File: src/rtl/core/mft_pkg.sv
`timescale 1ns / 1ps

package mft_pkg;

  localparam int ID_W       = 11;
  localparam int ANG_W      = 16;
  localparam int SPD_W      = 16;
  localparam int TRQ_W      = 16;
  localparam int TEMP_W     = 8;
  localparam int SLOT_W     = 4;
  localparam int MASK_W     = 8;
  localparam int TURN_OUT_W = 24;
  localparam int TOTAL_W    = 41;

  localparam logic [ID_W-1:0] SLOT_BASE = 11'h200;

  localparam logic signed [ANG_W-1:0] RAW_FULL    = 16'sd8191;
  localparam logic signed [ANG_W-1:0] TOP_LOW     = 16'sd6144;
  localparam logic signed [ANG_W-1:0] BOTTOM_HIGH = 16'sd2047;
  localparam logic signed [ANG_W-1:0] BOTTOM_LOW  = 16'sd0;

  localparam logic [16:0] Q8_PER_TURN = 17'd92160;
  localparam logic [13:0] DIVISOR     = 14'd8191;

  // floor(2^45 / 8191); quotient estimate is exact or one low for 32-bit dividends
  localparam logic [63:0] RECIP_FULL = 64'd35184372088832 / 64'd8191;
  localparam logic [32:0] RECIP      = RECIP_FULL[32:0];
  localparam int          RECIP_SH   = 45;

  localparam int FIFO_DEPTH = 8;

  typedef struct packed {
    logic                     err;
    logic [SLOT_W-1:0]        slot;
    logic signed [ANG_W-1:0]  raw;
    logic signed [SPD_W-1:0]  speed;
    logic signed [TRQ_W-1:0]  torque;
    logic signed [TEMP_W-1:0] temp;
  } mft_item_t;

  typedef struct packed {
    logic                         id_error;
    logic [SLOT_W-1:0]            slot_index;
    logic signed [ANG_W-1:0]      raw_angle;
    logic signed [SPD_W-1:0]      speed_value;
    logic signed [TRQ_W-1:0]      torque_value;
    logic signed [TEMP_W-1:0]     temperature;
    logic signed [TURN_OUT_W-1:0] turn_count;
    logic signed [TOTAL_W-1:0]    total_angle_q8;
  } mft_result_t;

endpackage

File: src/rtl/core/mft_if.sv
`timescale 1ns / 1ps

interface mft_fb_if import mft_pkg::*; ();
  logic                     valid;
  logic                     ready;
  logic [ID_W-1:0]          frame_id;
  logic [ANG_W-1:0]         angle_word;
  logic signed [SPD_W-1:0]  speed_word;
  logic signed [TRQ_W-1:0]  torque_word;
  logic signed [TEMP_W-1:0] temp_byte;

  modport source (output valid, frame_id, angle_word, speed_word, torque_word, temp_byte,
                  input ready);
  modport sink (input valid, frame_id, angle_word, speed_word, torque_word, temp_byte,
                output ready);
endinterface

interface mft_res_if import mft_pkg::*; ();
  logic                         valid;
  logic                         ready;
  logic                         id_error;
  logic [SLOT_W-1:0]            slot_index;
  logic signed [ANG_W-1:0]      raw_angle;
  logic signed [SPD_W-1:0]      speed_value;
  logic signed [TRQ_W-1:0]      torque_value;
  logic signed [TEMP_W-1:0]     temperature;
  logic signed [TURN_OUT_W-1:0] turn_count;
  logic signed [TOTAL_W-1:0]    total_angle_q8;

  modport source (output valid, id_error, slot_index, raw_angle, speed_value, torque_value,
                  temperature, turn_count, total_angle_q8, input ready);
  modport sink (input valid, id_error, slot_index, raw_angle, speed_value, torque_value,
                temperature, turn_count, total_angle_q8, output ready);
endinterface

File: src/rtl/core/mft_ram.sv
`timescale 1ns / 1ps

module mft_ram #(
  parameter int WIDTH = 8,
  parameter int DEPTH = 8
) (
  input  logic                                   clk,
  input  logic                                   we,
  input  logic [(DEPTH > 1 ? $clog2(DEPTH) : 1)-1:0] waddr,
  input  logic [WIDTH-1:0]                       wdata,
  input  logic                                   re,
  input  logic [(DEPTH > 1 ? $clog2(DEPTH) : 1)-1:0] raddr,
  output logic [WIDTH-1:0]                       rdata
);

  logic [WIDTH-1:0] mem [DEPTH];

  always_ff @(posedge clk) begin
    if (we) begin
      mem[waddr] <= wdata;
    end
    if (re) begin
      rdata <= mem[raddr];
    end
  end

endmodule

File: src/rtl/core/mft_update.sv
`timescale 1ns / 1ps

module mft_update import mft_pkg::*; #(
  parameter int SLOT_COUNT = 8,
  parameter int TURN_BITS  = 24
) (
  input  logic                        clk,
  input  logic                        rst,
  input  logic                        accept,
  input  logic [ID_W-1:0]             frame_id,
  input  logic [ANG_W-1:0]            angle_word,
  input  logic signed [SPD_W-1:0]     speed_word,
  input  logic signed [TRQ_W-1:0]     torque_word,
  input  logic signed [TEMP_W-1:0]    temp_byte,
  input  logic [MASK_W-1:0]           no_temp_slot_mask,
  output logic                        upd_valid,
  output mft_item_t                   upd_item,
  output logic signed [TURN_BITS-1:0] upd_turns
);

  localparam int KW = (SLOT_COUNT > 1) ? $clog2(SLOT_COUNT) : 1;
  localparam int RW = ANG_W + TURN_BITS + TEMP_W;
  localparam logic [ID_W-1:0] ID_FIRST = SLOT_BASE + 11'd1;
  localparam logic [ID_W-1:0] ID_LAST  = SLOT_BASE + ID_W'(SLOT_COUNT);
  localparam logic signed [TURN_BITS-1:0] TURN_MAX = {1'b0, {(TURN_BITS-1){1'b1}}};
  localparam logic signed [TURN_BITS-1:0] TURN_MIN = {1'b1, {(TURN_BITS-1){1'b0}}};

  typedef struct packed {
    logic signed [ANG_W-1:0]     angle;
    logic signed [TURN_BITS-1:0] turns;
    logic signed [TEMP_W-1:0]    temp;
  } rec_t;

  logic [ID_W-1:0] id_off;
  logic            id_ok;
  logic            notemp0;
  logic [KW-1:0]   k0;

  logic                     s1_valid;
  logic                     s1_err;
  logic [KW-1:0]            s1_k;
  logic                     s1_notemp;
  logic [SLOT_W-1:0]        s1_slot;
  logic signed [ANG_W-1:0]  s1_angle;
  logic signed [SPD_W-1:0]  s1_speed;
  logic signed [TRQ_W-1:0]  s1_torque;
  logic signed [TEMP_W-1:0] s1_temp;
  logic                     s1_fwd;
  rec_t                     s1_fwd_rec;
  logic                     s1_hit_valid;

  logic [SLOT_COUNT-1:0] entry_valid;
  logic [RW-1:0]         rd_data;
  rec_t                  rd_rec;
  rec_t                  cur;
  rec_t                  wr_rec;
  logic                  wr_en;
  logic                  last_top;
  logic                  last_bot;
  logic                  raw_top;
  logic                  raw_bot;
  logic signed [TURN_BITS-1:0] turns_next;

  assign id_off  = frame_id - ID_FIRST;
  assign id_ok   = (frame_id >= ID_FIRST) && (frame_id <= ID_LAST);
  assign k0      = id_off[KW-1:0];
  assign notemp0 = (id_off[ID_W-1:3] == '0) && no_temp_slot_mask[id_off[2:0]];

  mft_ram #(
    .WIDTH (RW),
    .DEPTH (SLOT_COUNT)
  ) u_ram (
    .clk   (clk),
    .we    (wr_en),
    .waddr (s1_k),
    .wdata (wr_rec),
    .re    (accept),
    .raddr (k0),
    .rdata (rd_data)
  );

  assign rd_rec = rec_t'(rd_data);

  // bypass the entry written by the previous frame
  always_comb begin
    if (s1_fwd) begin
      cur = s1_fwd_rec;
    end else if (s1_hit_valid) begin
      cur = rd_rec;
    end else begin
      cur = '0;
    end
  end

  assign last_top = (cur.angle >= TOP_LOW) && (cur.angle <= RAW_FULL);
  assign last_bot = (cur.angle >= BOTTOM_LOW) && (cur.angle <= BOTTOM_HIGH);
  assign raw_top  = (s1_angle >= TOP_LOW) && (s1_angle <= RAW_FULL);
  assign raw_bot  = (s1_angle >= BOTTOM_LOW) && (s1_angle <= BOTTOM_HIGH);

  always_comb begin
    turns_next = cur.turns;
    if (last_top && raw_bot) begin
      if (cur.turns != TURN_MAX) begin
        turns_next = cur.turns + TURN_BITS'(1);
      end
    end else if (last_bot && raw_top) begin
      if (cur.turns != TURN_MIN) begin
        turns_next = cur.turns - TURN_BITS'(1);
      end
    end
  end

  assign wr_en        = s1_valid && !s1_err;
  assign wr_rec.angle = s1_angle;
  assign wr_rec.turns = turns_next;
  assign wr_rec.temp  = s1_notemp ? cur.temp : s1_temp;

  always_ff @(posedge clk) begin
    if (rst) begin
      s1_valid    <= 1'b0;
      upd_valid   <= 1'b0;
      entry_valid <= '0;
    end else begin
      s1_valid  <= accept;
      upd_valid <= s1_valid;
      if (wr_en) begin
        entry_valid[s1_k] <= 1'b1;
      end
    end
  end

  always_ff @(posedge clk) begin
    if (accept) begin
      s1_err       <= !id_ok;
      s1_k         <= k0;
      s1_notemp    <= notemp0;
      s1_slot      <= frame_id[SLOT_W-1:0];
      s1_angle     <= $signed(angle_word);
      s1_speed     <= speed_word;
      s1_torque    <= torque_word;
      s1_temp      <= temp_byte;
      s1_fwd       <= wr_en && (s1_k == k0);
      s1_fwd_rec   <= wr_rec;
      s1_hit_valid <= entry_valid[k0];
    end
    upd_item.err    <= s1_err;
    upd_item.slot   <= s1_slot;
    upd_item.raw    <= s1_angle;
    upd_item.speed  <= s1_speed;
    upd_item.torque <= s1_torque;
    upd_item.temp   <= wr_rec.temp;
    upd_turns       <= turns_next;
  end

endmodule

File: src/rtl/core/mft_scale.sv
`timescale 1ns / 1ps

module mft_scale import mft_pkg::*; #(
  parameter int TURN_BITS = 24
) (
  input  logic                        clk,
  input  logic                        rst,
  input  logic                        upd_valid,
  input  mft_item_t                   upd_item,
  input  logic signed [TURN_BITS-1:0] upd_turns,
  output logic                        res_valid,
  output mft_result_t                 res_data
);

  localparam int TQ_W  = TURN_BITS + 18;
  localparam int TOT_W = (TURN_BITS + 19 > TOTAL_W) ? TURN_BITS + 19 : TOTAL_W;

  logic signed [16:0] raw_ext;
  logic [16:0]        mag;
  logic [33:0]        mag_prod;
  logic signed [TQ_W-1:0] turn_prod;

  logic                        b_valid;
  mft_item_t                   b_item;
  logic signed [TURN_BITS-1:0] b_turns;
  logic [31:0]                 b_x;
  logic signed [TQ_W-1:0]      b_tq;

  logic [64:0] recip_prod;

  logic                        c_valid;
  mft_item_t                   c_item;
  logic signed [TURN_BITS-1:0] c_turns;
  logic [31:0]                 c_x;
  logic signed [TQ_W-1:0]      c_tq;
  logic [19:0]                 c_qest;

  logic [33:0] rem;
  logic [19:0] q_fix;

  logic                        d_valid;
  mft_item_t                   d_item;
  logic signed [TURN_BITS-1:0] d_turns;
  logic signed [TQ_W-1:0]      d_tq;
  logic signed [20:0]          d_q;

  logic signed [TOT_W-1:0] total;
  logic signed [31:0]      turns32;

  assign raw_ext   = {upd_item.raw[ANG_W-1], upd_item.raw};
  assign mag       = raw_ext[16] ? 17'(-raw_ext) : 17'(raw_ext);
  assign mag_prod  = mag * Q8_PER_TURN;
  assign turn_prod = upd_turns * $signed({1'b0, Q8_PER_TURN});

  assign recip_prod = b_x * RECIP;

  // remainder check; the estimate is never above the true quotient
  assign rem   = {2'b00, c_x} - {1'b0, c_qest, 13'b0} + {14'b0, c_qest};
  assign q_fix = (rem >= {20'b0, DIVISOR}) ? c_qest + 20'd1 : c_qest;

  assign total   = TOT_W'(d_tq) + TOT_W'(d_q);
  assign turns32 = 32'(d_turns);

  always_ff @(posedge clk) begin
    if (rst) begin
      b_valid   <= 1'b0;
      c_valid   <= 1'b0;
      d_valid   <= 1'b0;
      res_valid <= 1'b0;
    end else begin
      b_valid   <= upd_valid;
      c_valid   <= b_valid;
      d_valid   <= c_valid;
      res_valid <= d_valid;
    end
  end

  always_ff @(posedge clk) begin
    b_item  <= upd_item;
    b_turns <= upd_turns;
    b_x     <= mag_prod[31:0];
    b_tq    <= turn_prod;

    c_item  <= b_item;
    c_turns <= b_turns;
    c_x     <= b_x;
    c_tq    <= b_tq;
    c_qest  <= recip_prod[64:RECIP_SH];

    d_item  <= c_item;
    d_turns <= c_turns;
    d_tq    <= c_tq;
    d_q     <= c_item.raw[ANG_W-1] ? -$signed({1'b0, q_fix}) : $signed({1'b0, q_fix});

    if (d_item.err) begin
      res_data <= {1'b1, {($bits(mft_result_t) - 1){1'b0}}};
    end else begin
      res_data.id_error       <= 1'b0;
      res_data.slot_index     <= d_item.slot;
      res_data.raw_angle      <= d_item.raw;
      res_data.speed_value    <= d_item.speed;
      res_data.torque_value   <= d_item.torque;
      res_data.temperature    <= d_item.temp;
      res_data.turn_count     <= turns32[TURN_OUT_W-1:0];
      res_data.total_angle_q8 <= total[TOTAL_W-1:0];
    end
  end

endmodule

File: src/rtl/core/mft_out_fifo.sv
`timescale 1ns / 1ps

module mft_out_fifo import mft_pkg::*; (
  input  logic                                clk,
  input  logic                                rst,
  input  logic                                push,
  input  mft_result_t                         push_data,
  input  logic                                pop,
  output logic                                valid,
  output mft_result_t                         data,
  output logic [$clog2(FIFO_DEPTH+1)-1:0]     level
);

  localparam int PW = $clog2(FIFO_DEPTH);
  localparam int LW = $clog2(FIFO_DEPTH + 1);

  mft_result_t    mem [FIFO_DEPTH];
  logic [PW-1:0]  wptr;
  logic [PW-1:0]  rptr;
  logic           do_pop;

  assign valid  = (level != '0);
  assign data   = mem[rptr];
  assign do_pop = pop && valid;

  always_ff @(posedge clk) begin
    if (rst) begin
      wptr  <= '0;
      rptr  <= '0;
      level <= '0;
    end else begin
      if (push) begin
        wptr <= wptr + PW'(1);
      end
      if (do_pop) begin
        rptr <= rptr + PW'(1);
      end
      level <= level + LW'(push) - LW'(do_pop);
    end
  end

  always_ff @(posedge clk) begin
    if (push) begin
      mem[wptr] <= push_data;
    end
  end

endmodule

File: src/rtl/core/motor_feedback_multiturn_tracker.sv
`timescale 1ns / 1ps
// Path: each frame is registered through update stages s1 and upd, scale stages b, c, d and
// res, and the output buffer. Throughput: one frame per cycle while ready is high; the
// per-slot read-modify-write of the state RAM closes through a one-entry bypass. Up to 8
// frames are in flight, bounded by the output buffer; ready drops only when all 8 are taken.
// Reset: mask cleared, all slots read as zero (per-slot valid bits), in-flight frames dropped.

module motor_feedback_multiturn_tracker import mft_pkg::*; #(
  parameter int SLOT_COUNT = 8,
  parameter int TURN_BITS  = 24
) (
  input  logic              clk,
  input  logic              rst,
  input  logic              cfg_we,
  input  logic [MASK_W-1:0] cfg_wdata,
  mft_fb_if.sink            feedback,
  mft_res_if.source         result
);

  localparam int LW = $clog2(FIFO_DEPTH + 1);

  logic [MASK_W-1:0] no_temp_slot_mask;
  logic [LW-1:0]     cnt;
  logic [LW-1:0]     fifo_level;
  logic              accept;
  logic              pop;

  logic                        upd_valid;
  mft_item_t                   upd_item;
  logic signed [TURN_BITS-1:0] upd_turns;
  logic                        res_valid;
  mft_result_t                 res_data;
  mft_result_t                 out_data;

  assign accept         = feedback.valid && feedback.ready;
  assign pop            = result.valid && result.ready;
  assign feedback.ready = (cnt < LW'(FIFO_DEPTH));

  always_ff @(posedge clk) begin
    if (rst) begin
      no_temp_slot_mask <= '0;
      cnt               <= '0;
    end else begin
      if (cfg_we) begin
        no_temp_slot_mask <= cfg_wdata;
      end
      cnt <= cnt + LW'(accept) - LW'(pop);
    end
  end

  mft_update #(
    .SLOT_COUNT (SLOT_COUNT),
    .TURN_BITS  (TURN_BITS)
  ) u_update (
    .clk               (clk),
    .rst               (rst),
    .accept            (accept),
    .frame_id          (feedback.frame_id),
    .angle_word        (feedback.angle_word),
    .speed_word        (feedback.speed_word),
    .torque_word       (feedback.torque_word),
    .temp_byte         (feedback.temp_byte),
    .no_temp_slot_mask (no_temp_slot_mask),
    .upd_valid         (upd_valid),
    .upd_item          (upd_item),
    .upd_turns         (upd_turns)
  );

  mft_scale #(
    .TURN_BITS (TURN_BITS)
  ) u_scale (
    .clk       (clk),
    .rst       (rst),
    .upd_valid (upd_valid),
    .upd_item  (upd_item),
    .upd_turns (upd_turns),
    .res_valid (res_valid),
    .res_data  (res_data)
  );

  mft_out_fifo u_fifo (
    .clk       (clk),
    .rst       (rst),
    .push      (res_valid),
    .push_data (res_data),
    .pop       (result.ready),
    .valid     (result.valid),
    .data      (out_data),
    .level     (fifo_level)
  );

  assign result.id_error       = out_data.id_error;
  assign result.slot_index     = out_data.slot_index;
  assign result.raw_angle      = out_data.raw_angle;
  assign result.speed_value    = out_data.speed_value;
  assign result.torque_value   = out_data.torque_value;
  assign result.temperature    = out_data.temperature;
  assign result.turn_count     = out_data.turn_count;
  assign result.total_angle_q8 = out_data.total_angle_q8;

  a_cnt_bound: assert property (@(posedge clk) disable iff (rst)
    cnt <= LW'(FIFO_DEPTH))
    else $error("in-flight count above buffer depth");

  a_fifo_credit: assert property (@(posedge clk) disable iff (rst)
    fifo_level <= cnt)
    else $error("output buffer holds more than was accepted");

  a_push_room: assert property (@(posedge clk) disable iff (rst)
    res_valid |-> (fifo_level < LW'(FIFO_DEPTH)))
    else $error("result pushed into full output buffer");

endmodule

File: src/flat_wrapper.sv
// flat-port wrapper written by rule: the top's interface ports become plain ports
module motor_feedback_multiturn_tracker_flat import mft_pkg::*;
#(
  parameter int SLOT_COUNT = 8,
  parameter int TURN_BITS  = 24
)
  (clk, rst, cfg_we, cfg_wdata, feedback_valid, feedback_frame_id, feedback_angle_word, feedback_speed_word, feedback_torque_word, feedback_temp_byte, feedback_ready, result_valid, result_id_error, result_slot_index, result_raw_angle, result_speed_value, result_torque_value, result_temperature, result_turn_count, result_total_angle_q8, result_ready);
  mft_fb_if feedback_i ();
  mft_res_if result_i ();
  input  logic clk;
  input  logic rst;
  input  logic cfg_we;
  input  logic [MASK_W-1:0] cfg_wdata;
  input wire logic [$bits(feedback_i.valid)-1:0] feedback_valid;
  input wire logic [$bits(feedback_i.frame_id)-1:0] feedback_frame_id;
  input wire logic [$bits(feedback_i.angle_word)-1:0] feedback_angle_word;
  input wire logic [$bits(feedback_i.speed_word)-1:0] feedback_speed_word;
  input wire logic [$bits(feedback_i.torque_word)-1:0] feedback_torque_word;
  input wire logic [$bits(feedback_i.temp_byte)-1:0] feedback_temp_byte;
  output wire logic [$bits(feedback_i.ready)-1:0] feedback_ready;
  output wire logic [$bits(result_i.valid)-1:0] result_valid;
  output wire logic [$bits(result_i.id_error)-1:0] result_id_error;
  output wire logic [$bits(result_i.slot_index)-1:0] result_slot_index;
  output wire logic [$bits(result_i.raw_angle)-1:0] result_raw_angle;
  output wire logic [$bits(result_i.speed_value)-1:0] result_speed_value;
  output wire logic [$bits(result_i.torque_value)-1:0] result_torque_value;
  output wire logic [$bits(result_i.temperature)-1:0] result_temperature;
  output wire logic [$bits(result_i.turn_count)-1:0] result_turn_count;
  output wire logic [$bits(result_i.total_angle_q8)-1:0] result_total_angle_q8;
  input wire logic [$bits(result_i.ready)-1:0] result_ready;
  assign feedback_i.valid = feedback_valid;
  assign feedback_i.frame_id = feedback_frame_id;
  assign feedback_i.angle_word = feedback_angle_word;
  assign feedback_i.speed_word = feedback_speed_word;
  assign feedback_i.torque_word = feedback_torque_word;
  assign feedback_i.temp_byte = feedback_temp_byte;
  assign feedback_ready = feedback_i.ready;
  assign result_valid = result_i.valid;
  assign result_id_error = result_i.id_error;
  assign result_slot_index = result_i.slot_index;
  assign result_raw_angle = result_i.raw_angle;
  assign result_speed_value = result_i.speed_value;
  assign result_torque_value = result_i.torque_value;
  assign result_temperature = result_i.temperature;
  assign result_turn_count = result_i.turn_count;
  assign result_total_angle_q8 = result_i.total_angle_q8;
  assign result_i.ready = result_ready;
  motor_feedback_multiturn_tracker #(.SLOT_COUNT(SLOT_COUNT), .TURN_BITS(TURN_BITS)) u_core (.clk(clk), .rst(rst), .cfg_we(cfg_we), .cfg_wdata(cfg_wdata), .feedback(feedback_i), .result(result_i));
endmodule
File: config.mk
export PLATFORM = sky130hd
export DESIGN_NAME = motor_feedback_multiturn_tracker_flat
export DESIGN_NICKNAME = d
export VERILOG_FILES = /design/src/rtl/core/mft_pkg.sv /design/src/rtl/core/mft_if.sv /design/src/rtl/core/mft_ram.sv /design/src/rtl/core/mft_update.sv /design/src/rtl/core/mft_scale.sv /design/src/rtl/core/mft_out_fifo.sv /design/src/rtl/core/motor_feedback_multiturn_tracker.sv /design/src/flat_wrapper.sv
export SDC_FILE = /design/constraint.sdc
export NUM_CORES = 2
export LEC_CHECK = 0
export BUFFER_PORTS_ARGS = -buffer_cell sky130_fd_sc_hd__buf_4
export CAP_MARGIN = 20
export CORE_UTILIZATION = 63
export DETAILED_ROUTE_END_ITERATION = 10
export GPL_TIMING_DRIVEN = 0
export PLACE_DENSITY = 0.8
export SLEW_MARGIN = 25
export SYNTH_ARGS = -nofsm -noshare
export SYNTH_HDL_FRONTEND = slang
export SYNTH_SLANG_ARGS = --single-unit
File: constraint.sdc
create_clock -name clk -period 21.8 [get_ports clk]
set_input_delay 2.18 -clock clk [delete_from_list [all_inputs] [get_ports clk]]
set_output_delay 2.18 -clock clk [all_outputs]
set_load 0.05 [all_outputs]
* After elaboration in Yosys (flattened, before gate mapping)
Memories as Yosys holds them, arrays and structs flattened. A register that Yosys moved wholly into a read port is not among the register bits.
Index checks and enable logic that the tools add are counted.
** Word-level totals
- Register bits :: 790
- RAM bits :: 1392
- Bits of input ports :: 80
- Output and inout port bits :: 128
- Word-level logic and storage cells :: 148
- Memories :: 2
** Memory list
- u_core.u_fifo.mem :: words 8, bits a word 126, rd ports 1, clocked after memory_dff 1, write ports 1, RTL line mft_out_fifo.sv:17 : mft_result_t mem [FIFO_DEPTH];
- u_core.u_update.u_ram.mem :: words 8, bits a word 48, rd ports 1, clocked after memory_dff 1, write ports 1, RTL line mft_ram.sv:16 : logic [WIDTH-1:0] mem [DEPTH];
** Operators by class
- $add $sub $neg :: 15
- Multiply operators :: 3
- Magnitude comparators :: 15
- Equal/unequal tests :: 3
- Muxes and demuxes :: 23
- Bitwise logic cells :: 1
- Reductions and logical operators :: 17
** Operators by type and width (count)
- $mux W126 :: 1
- $mux W24 :: 4
- $mux W48 :: 2
- $mul A21 B27 Y48 const B :: 1
- $ne A24 B24 Y1 const B :: 2
- $add A41 B21 Y41 :: 1
- $mux W20 :: 2
- $add A34 B20 Y34 :: 1
- $ge A34 B13 Y1 const B :: 1
- $sub A32 B33 Y34 :: 1
- $ge A16 B1 Y1 const B :: 2
- $ge A16 B14 Y1 const B :: 2
- $le A16 B12 Y1 const B :: 2
- $le A16 B14 Y1 const B :: 2
- $mul A24 B7 Y30 const B :: 1
- $add A24 B2 Y24 const B :: 1
- $sub A24 B2 Y24 const B :: 1
- $mul A17 B6 Y21 const B :: 1
- $neg A20 Y21 :: 1
- $add A20 B1 Y20 const B :: 1
- $mux W17 :: 1
- $neg A16 Y17 :: 1
- $logic_and A1 B1 Y1 :: 13
- $ge A11 B10 Y1 const B :: 1
- 18 further kinds :: 31

* Longest topological paths before layout
- Depth after elaboration :: 7
- Gate-level depth with buffers :: 27
- Gate-level depth less buffers :: 27

* Cells and area by module
From an unflattened synthesis, not the netlist that was laid out.
** Unflattened totals
- Cell total of the unflattened synthesis :: 4903
- Area, all modules :: 85349.4 um^2
** Modules (own cells, without submodules)
- mft_out_fifo :: times used 1, cells each 1532, area each 38453.1 um^2, seq. area each 30529.3 um^2
- mft_scale :: times used 1, cells each 2148, area each 23070.9 um^2, seq. area each 11010.6 um^2
- mft_ram :: times used 1, cells each 616, area each 16100.4 um^2, seq. area each 12972.4 um^2
- mft_update :: times used 1, cells each 553, area each 7184.4 um^2, seq. area each 5024.8 um^2
- motor_feedback_multiturn_tracker :: times used 1, cells each 54, area each 540.5 um^2, seq. area each 240.2 um^2

* Worst setup path before layout
OpenSTA, ideal clock, no wires.
- Path kind :: input to register
- Start point :: input feedback_valid
- End point :: register u_core.cnt[2]
- Setup time :: 0.128 ns
- Arrival time :: 9.791 ns
- Data required time :: 21.672 ns
- Setup slack :: 11.881 ns
- Cell stages on the path :: 6
- Buffers on the path :: 0
- Path through :: nor2b_1 -> ha_1 -> inv_1 -> fa_1 -> xor2_1 -> nor2_1
** Between the ends
- Word-level cells in the longest chain between the ends :: 3
** Ends and longest elaborated chain
- from (decl) :: RTL line flat_wrapper.sv:14 : input wire logic [$bits(feedback_i.valid)-1:0] feedback_valid;
- $logic_and A1 B1 Y1 :: RTL line motor_feedback_multiturn_tracker.sv:35 : assign accept = feedback.valid && feedback.ready;
- $add A4 B1 Y4 :: RTL line motor_feedback_multiturn_tracker.sv:47 : cnt <= cnt + LW'(accept) - LW'(pop);
- $sub A4 B1 Y4 :: RTL line motor_feedback_multiturn_tracker.sv:47
- to (signal assigned) :: RTL line motor_feedback_multiturn_tracker.sv:47
- to (decl) :: RTL line motor_feedback_multiturn_tracker.sv:23 : logic [LW-1:0] cnt;
No other way between the ends.
A chain may end at the register's enable or synchronous reset.

* Worst setup path in the final report
- Start point :: register u_core.u_scale.c_qest[11]
- End point :: register u_core.u_scale.d_q[16]
** Between the ends
- Word-level cells in the longest chain between the ends :: 6
- Elaborated cells on any way between the ends :: 7
- Classes of those cells :: add/sub (4); order compare (1); mux (2)
** Ends and longest elaborated chain
- from (decl) :: RTL line mft_scale.sv:36 : logic [19:0] c_qest;
- from (signal assigned) :: RTL line mft_scale.sv:88 : c_qest <= recip_prod[64:RECIP_SH];
- $sub A32 B33 Y34 :: RTL line mft_scale.sv:58 : assign rem = {2'b00, c_x} - {1'b0, c_qest, 13'b0} + {14'b0, c_qest};
- $add A34 B20 Y34 :: RTL line mft_scale.sv:58
- $ge A34 B13 Y1 :: RTL line mft_scale.sv:59 : assign q_fix = (rem >= {20'b0, DIVISOR}) ? c_qest + 20'd1 : c_qest;
- $mux W20 * :: RTL line mft_scale.sv:59
- $neg A20 Y21 :: RTL line mft_scale.sv:93 : d_q <= c_item.raw[ANG_W-1] ? -$signed({1'b0, q_fix}) : $signed({1'b0, q_fix});
- $mux W20 * :: RTL line mft_scale.sv:93
- to (signal assigned) :: RTL line mft_scale.sv:93
- to (decl) :: RTL line mft_scale.sv:45 : logic signed [20:0] d_q;
Every way passes the cells marked *; elsewhere a longest branch is shown, timed or not.

==> results.yml <==
cells_and_area:
  layout-drive-gt1-share: 0.2264
  syn2layout_area_growth_pct: 15.58
  nNetsFinal: 5635
  design_area_mm2: 0.09347
  nFillCells: 7197
  fin_cells: 7057
timing:
  finalHoldViolCount: 0
  relSlewSlack: 0.2447
  tns_ns: 0
  worst-slew-pin-transition_ns: 1.125
  rsz0062_at_grt: "false"
  fin_crit_sh: 0.3109
  skew_ns: 0.04588
  max_freq_ghz: 0.1475
  drv_slew: 0
  period_minus_slack_ns: 6.779
  setup_viol: 0
power_and_ir_drop:
  power_density_mw_per_mm2: 140.4
  p_leak_nw: 33.90
  peakVddDrop_mv: 0.08937
setup_path:
  critPathSlowestCell: "a2111oi_0"
  cp.arrival_ns: 7.50
  r2r_end: "u_core.u_scale.d_q[16]"
  r2r-start: "u_core.u_scale.c_qest[11]"
  end_kind: "flip-flop"
  critPathKind: "flip-flop to flip-flop"
  cp_common_cell: "ha_1"
  cp.required_ns: 22.52
  slowest_delay_ns: 0.63
  r2r_cells: 23
  crit_family: "compound AO/OA/AOI/OAI gates"
  worstPathMaxFanout: 10
  cp-start-kind: "flip-flop"
  crit_buf_inv: 4
  cp.depth: 23
  crit_chain: "clkinv_1 > ha_1 > inv_1 > ha_1 > clkbuf_1 > a211o_1 > a21oi_1 > nor2_1 > nor2_1 > nand4_1 > a2111oi_0 > nand4bb_1 > nor4_4 > nand2_1 > clkbuf_1 > xnor2_1 > ha_1 > and3_1 > a32oi_1 > a2111oi_4 > nand2_2 > o31ai_2 > xor2_1"
  crit_path_start: "u_core.u_scale.c_qest[11]"
  rrSetupSlack_ns: 15.02
hold_path:
  min_to: "u_core.u_scale.d_item[3]"
  min_from: "u_core.u_scale.c_item[3]"
  min_path_type: "flip-flop to flip-flop"
  hold_depth: 0
placed_design:
  io_buffers: 205
  place_inst: 6682
  place.gp.congestion: 0.9210
  dpl_cell_area_mm2: 0.08673
  place_hpwl_um: 117500
global_routing:
  grt_max_degree: 28
  antenna_found_initial: 11
  grt_pass1_vias: 44320
  track_usage: 0.2843
  grt-ovfl-total: 0
  grt_pass1_wl_um: 274000
cts:
  root_buffer: "clkbuf_16"
  hold_buffers: 0
  cts_setup_buffers: 0
  htree_levels: 4
  clkSinkCount: 2115
  clock_path_buffers: 3
  cts_tree: "yes"
  cts.clk_slew.worst_paths_ns: 0.06
  clkLatencyLatePin_ns: 0.82
  numCtsBuffers: 197
  cts_resized: 0
drt:
  drt_iter0_drc: 4581
  ant_nets: 0
  drt_pass1_iterations: 6
  drt-total-wl_um: 183000
  via_per_inst: 6.093
  post-route-drc-count: 0
  vias: 43000
  avgRoutedWirePerCell_um: 25.93
run:
  maxCapViolCount: 0
floorplanning:
  pin_count: 208
  die_area_mm2: 0.1298
  die_h_um: 360.3
  die_w_um: 360.3
  std_cell_rows: 131
  initial_core_util: 0.6342
  core_mm2: 0.1275
yosys:
  synth_top_area_frac: 0.5366
  async_flop_share: 0
  synth_cells: 4695
  yosys_register_bits: 2115
  synth_edf_count: 1445
  synth-seq-area-share: 0.7024
  synthTopCellsByArea: "edfxtp_1, dfxtp_1, mux4_2"
  yosysTopAreaCell: "edfxtp_1"
  synth.most_common_cell: "edfxtp_1"
  yosysUniqueCellTypes: 97
  netlist_top_cells_count: "edfxtp_1, dfxtp_1, mux4_2"
  ys_warn_count: 0
  syn_avg_cell_area_um2: 17.22
  syn-cell-area_mm2: 0.08087
  mappedNetlistNets: 5110
  synthFlopType: "edfxtp_1"
outcome:
  status: "completed"
sequential cells by signal, indices dropped and copies added (netlist names), 16 cells and up, named ones only:
register,count
u_core.u_fifo.mem,1008
u_core.u_update.u_ram.mem,296
u_core.u_scale.res_data,126
u_core.u_scale.b_item,61
u_core.u_scale.c_item,61
u_core.u_scale.d_item,61
u_core.u_update.upd_item,61
u_core.u_update.s1_fwd_rec,37
u_core.u_update.u_ram.rdata,37
u_core.u_scale.b_tq,28
u_core.u_scale.c_tq,28
u_core.u_scale.d_tq,28
u_core.u_scale.b_turns,24
u_core.u_scale.c_turns,24
u_core.u_scale.d_turns,24
u_core.u_update.upd_turns,24
u_core.u_scale.d_q,21
u_core.u_scale.b_x,20
u_core.u_scale.c_qest,20
u_core.u_scale.c_x,20
u_core.u_update.s1_angle,16
u_core.u_update.s1_speed,16
u_core.u_update.s1_torque,16
metrics by stage:
stage,power (W),hold slack [ns],worst slack (ns),util
2_1_floorplan,0.008471,0.3096,11.88,-
3_3_place_gp,0.009580,0.3105,3.248,0.6625
3_5_place_dp,0.009638,0.3121,15.22,0.6801
4_1_cts,0.01316,0.3039,15.03,0.7326
5_1_grt,0.01383,0.3140,14.58,0.7329
6_report,0.01313,0.2962,15.02,0.7330
report_power, final:
part | switching, W | internal, W | leakage, nW | total [W]
combinational | 0.00277 | 0.00192 | 11.6 | 0.00469
sequential | 0.000244 | 0.00472 | 19.0 | 0.00497
clock | 0.00150 | 0.00197 | 3.28 | 0.00347
total | 0.00451 | 0.00861 | 33.9 | 0.0131
cell families after synthesis:
group | after synthesis | share of synthesized area
AOI/OAI and AO/OA | 442 | 0.03706
adders and majority gates | 335 | 0.05944
and+or+nand+nor | 682 | 0.04450
buffers and inverters | 431 | 0.02041
xor gates and xnor gates | 175 | 0.01895
other | 2 | 0.00009287
DFF | 2115 | 0.7024
muxes | 513 | 0.1171
layer usage:
metal | vias to the layer above | share of wire | global-route usage
li1 | 18870 | - | -
met1 | 21720 | 0.39 | 0.3706
met2 | 2037 | 0.50 | 0.4804
met3 | 375 | 0.075 | 0.05036
met4 | 2 | 0.036 | 0.1068
met5 | - | 0.00011 | 0
cell type report:
cell class | count | area (um2) | area share
diodes | 1 | 2.502 | 0.00002677
clock buffers | 285 | 5783 | 0.06187
repair buffers | 326 | 3656 | 0.03912
flip-flops and latches | 2115 | 56800 | 0.6078
well taps | 1662 | 2079 | 0.02225
multi-input cells | 2149 | 22550 | 0.2412
clock inverters | 88 | 913.4 | 0.009772
inverters | 271 | 1017 | 0.01088
plain buffers | 160 | 663.1 | 0.007095
placed cells by master (no fill, tap or decap), drive strengths merged, types with 65 or more instances in the layout:
| cell | Yosys | routed |
|---|---|---|
| ha | 253 | 253 |
| inv | 269 | 280 |
| dfxtp | 670 | 670 |
| o21ai | 79 | 79 |
| buf | 50 | 366 |
| mux4 | 330 | 330 |
| nor2b | 129 | 129 |
| nor2 | 176 | 176 |
| mux2 | 166 | 166 |
| clkinv | 2 | 65 |
| nor3 | 65 | 65 |
| clkbuf | 110 | 405 |
| a21oi | 116 | 116 |
| xnor2 | 114 | 114 |
| edfxtp | 1445 | 1445 |
| nand2 | 92 | 92 |
| fa | 82 | 82 |
worst max-delay path by stage:
| stage | slack (ns) | end |
|---|---|---|
| 6_report | 15.02 | u_core.u_scale.d_q[16] |
| 5_1_grt | 14.58 | u_core.u_scale.d_q[16] |
| 4_1_cts | 15.03 | result_turn_count[5] |
| 3_5_place_dp | 15.22 | u_core.u_scale.d_q[20] |
| 2_1_floorplan | 11.88 | u_core.cnt[2] |
| 3_3_place_gp | 3.25 | u_core.u_fifo.mem[0][38] |
No activity file was read; power rests on OpenSTA's default activity.
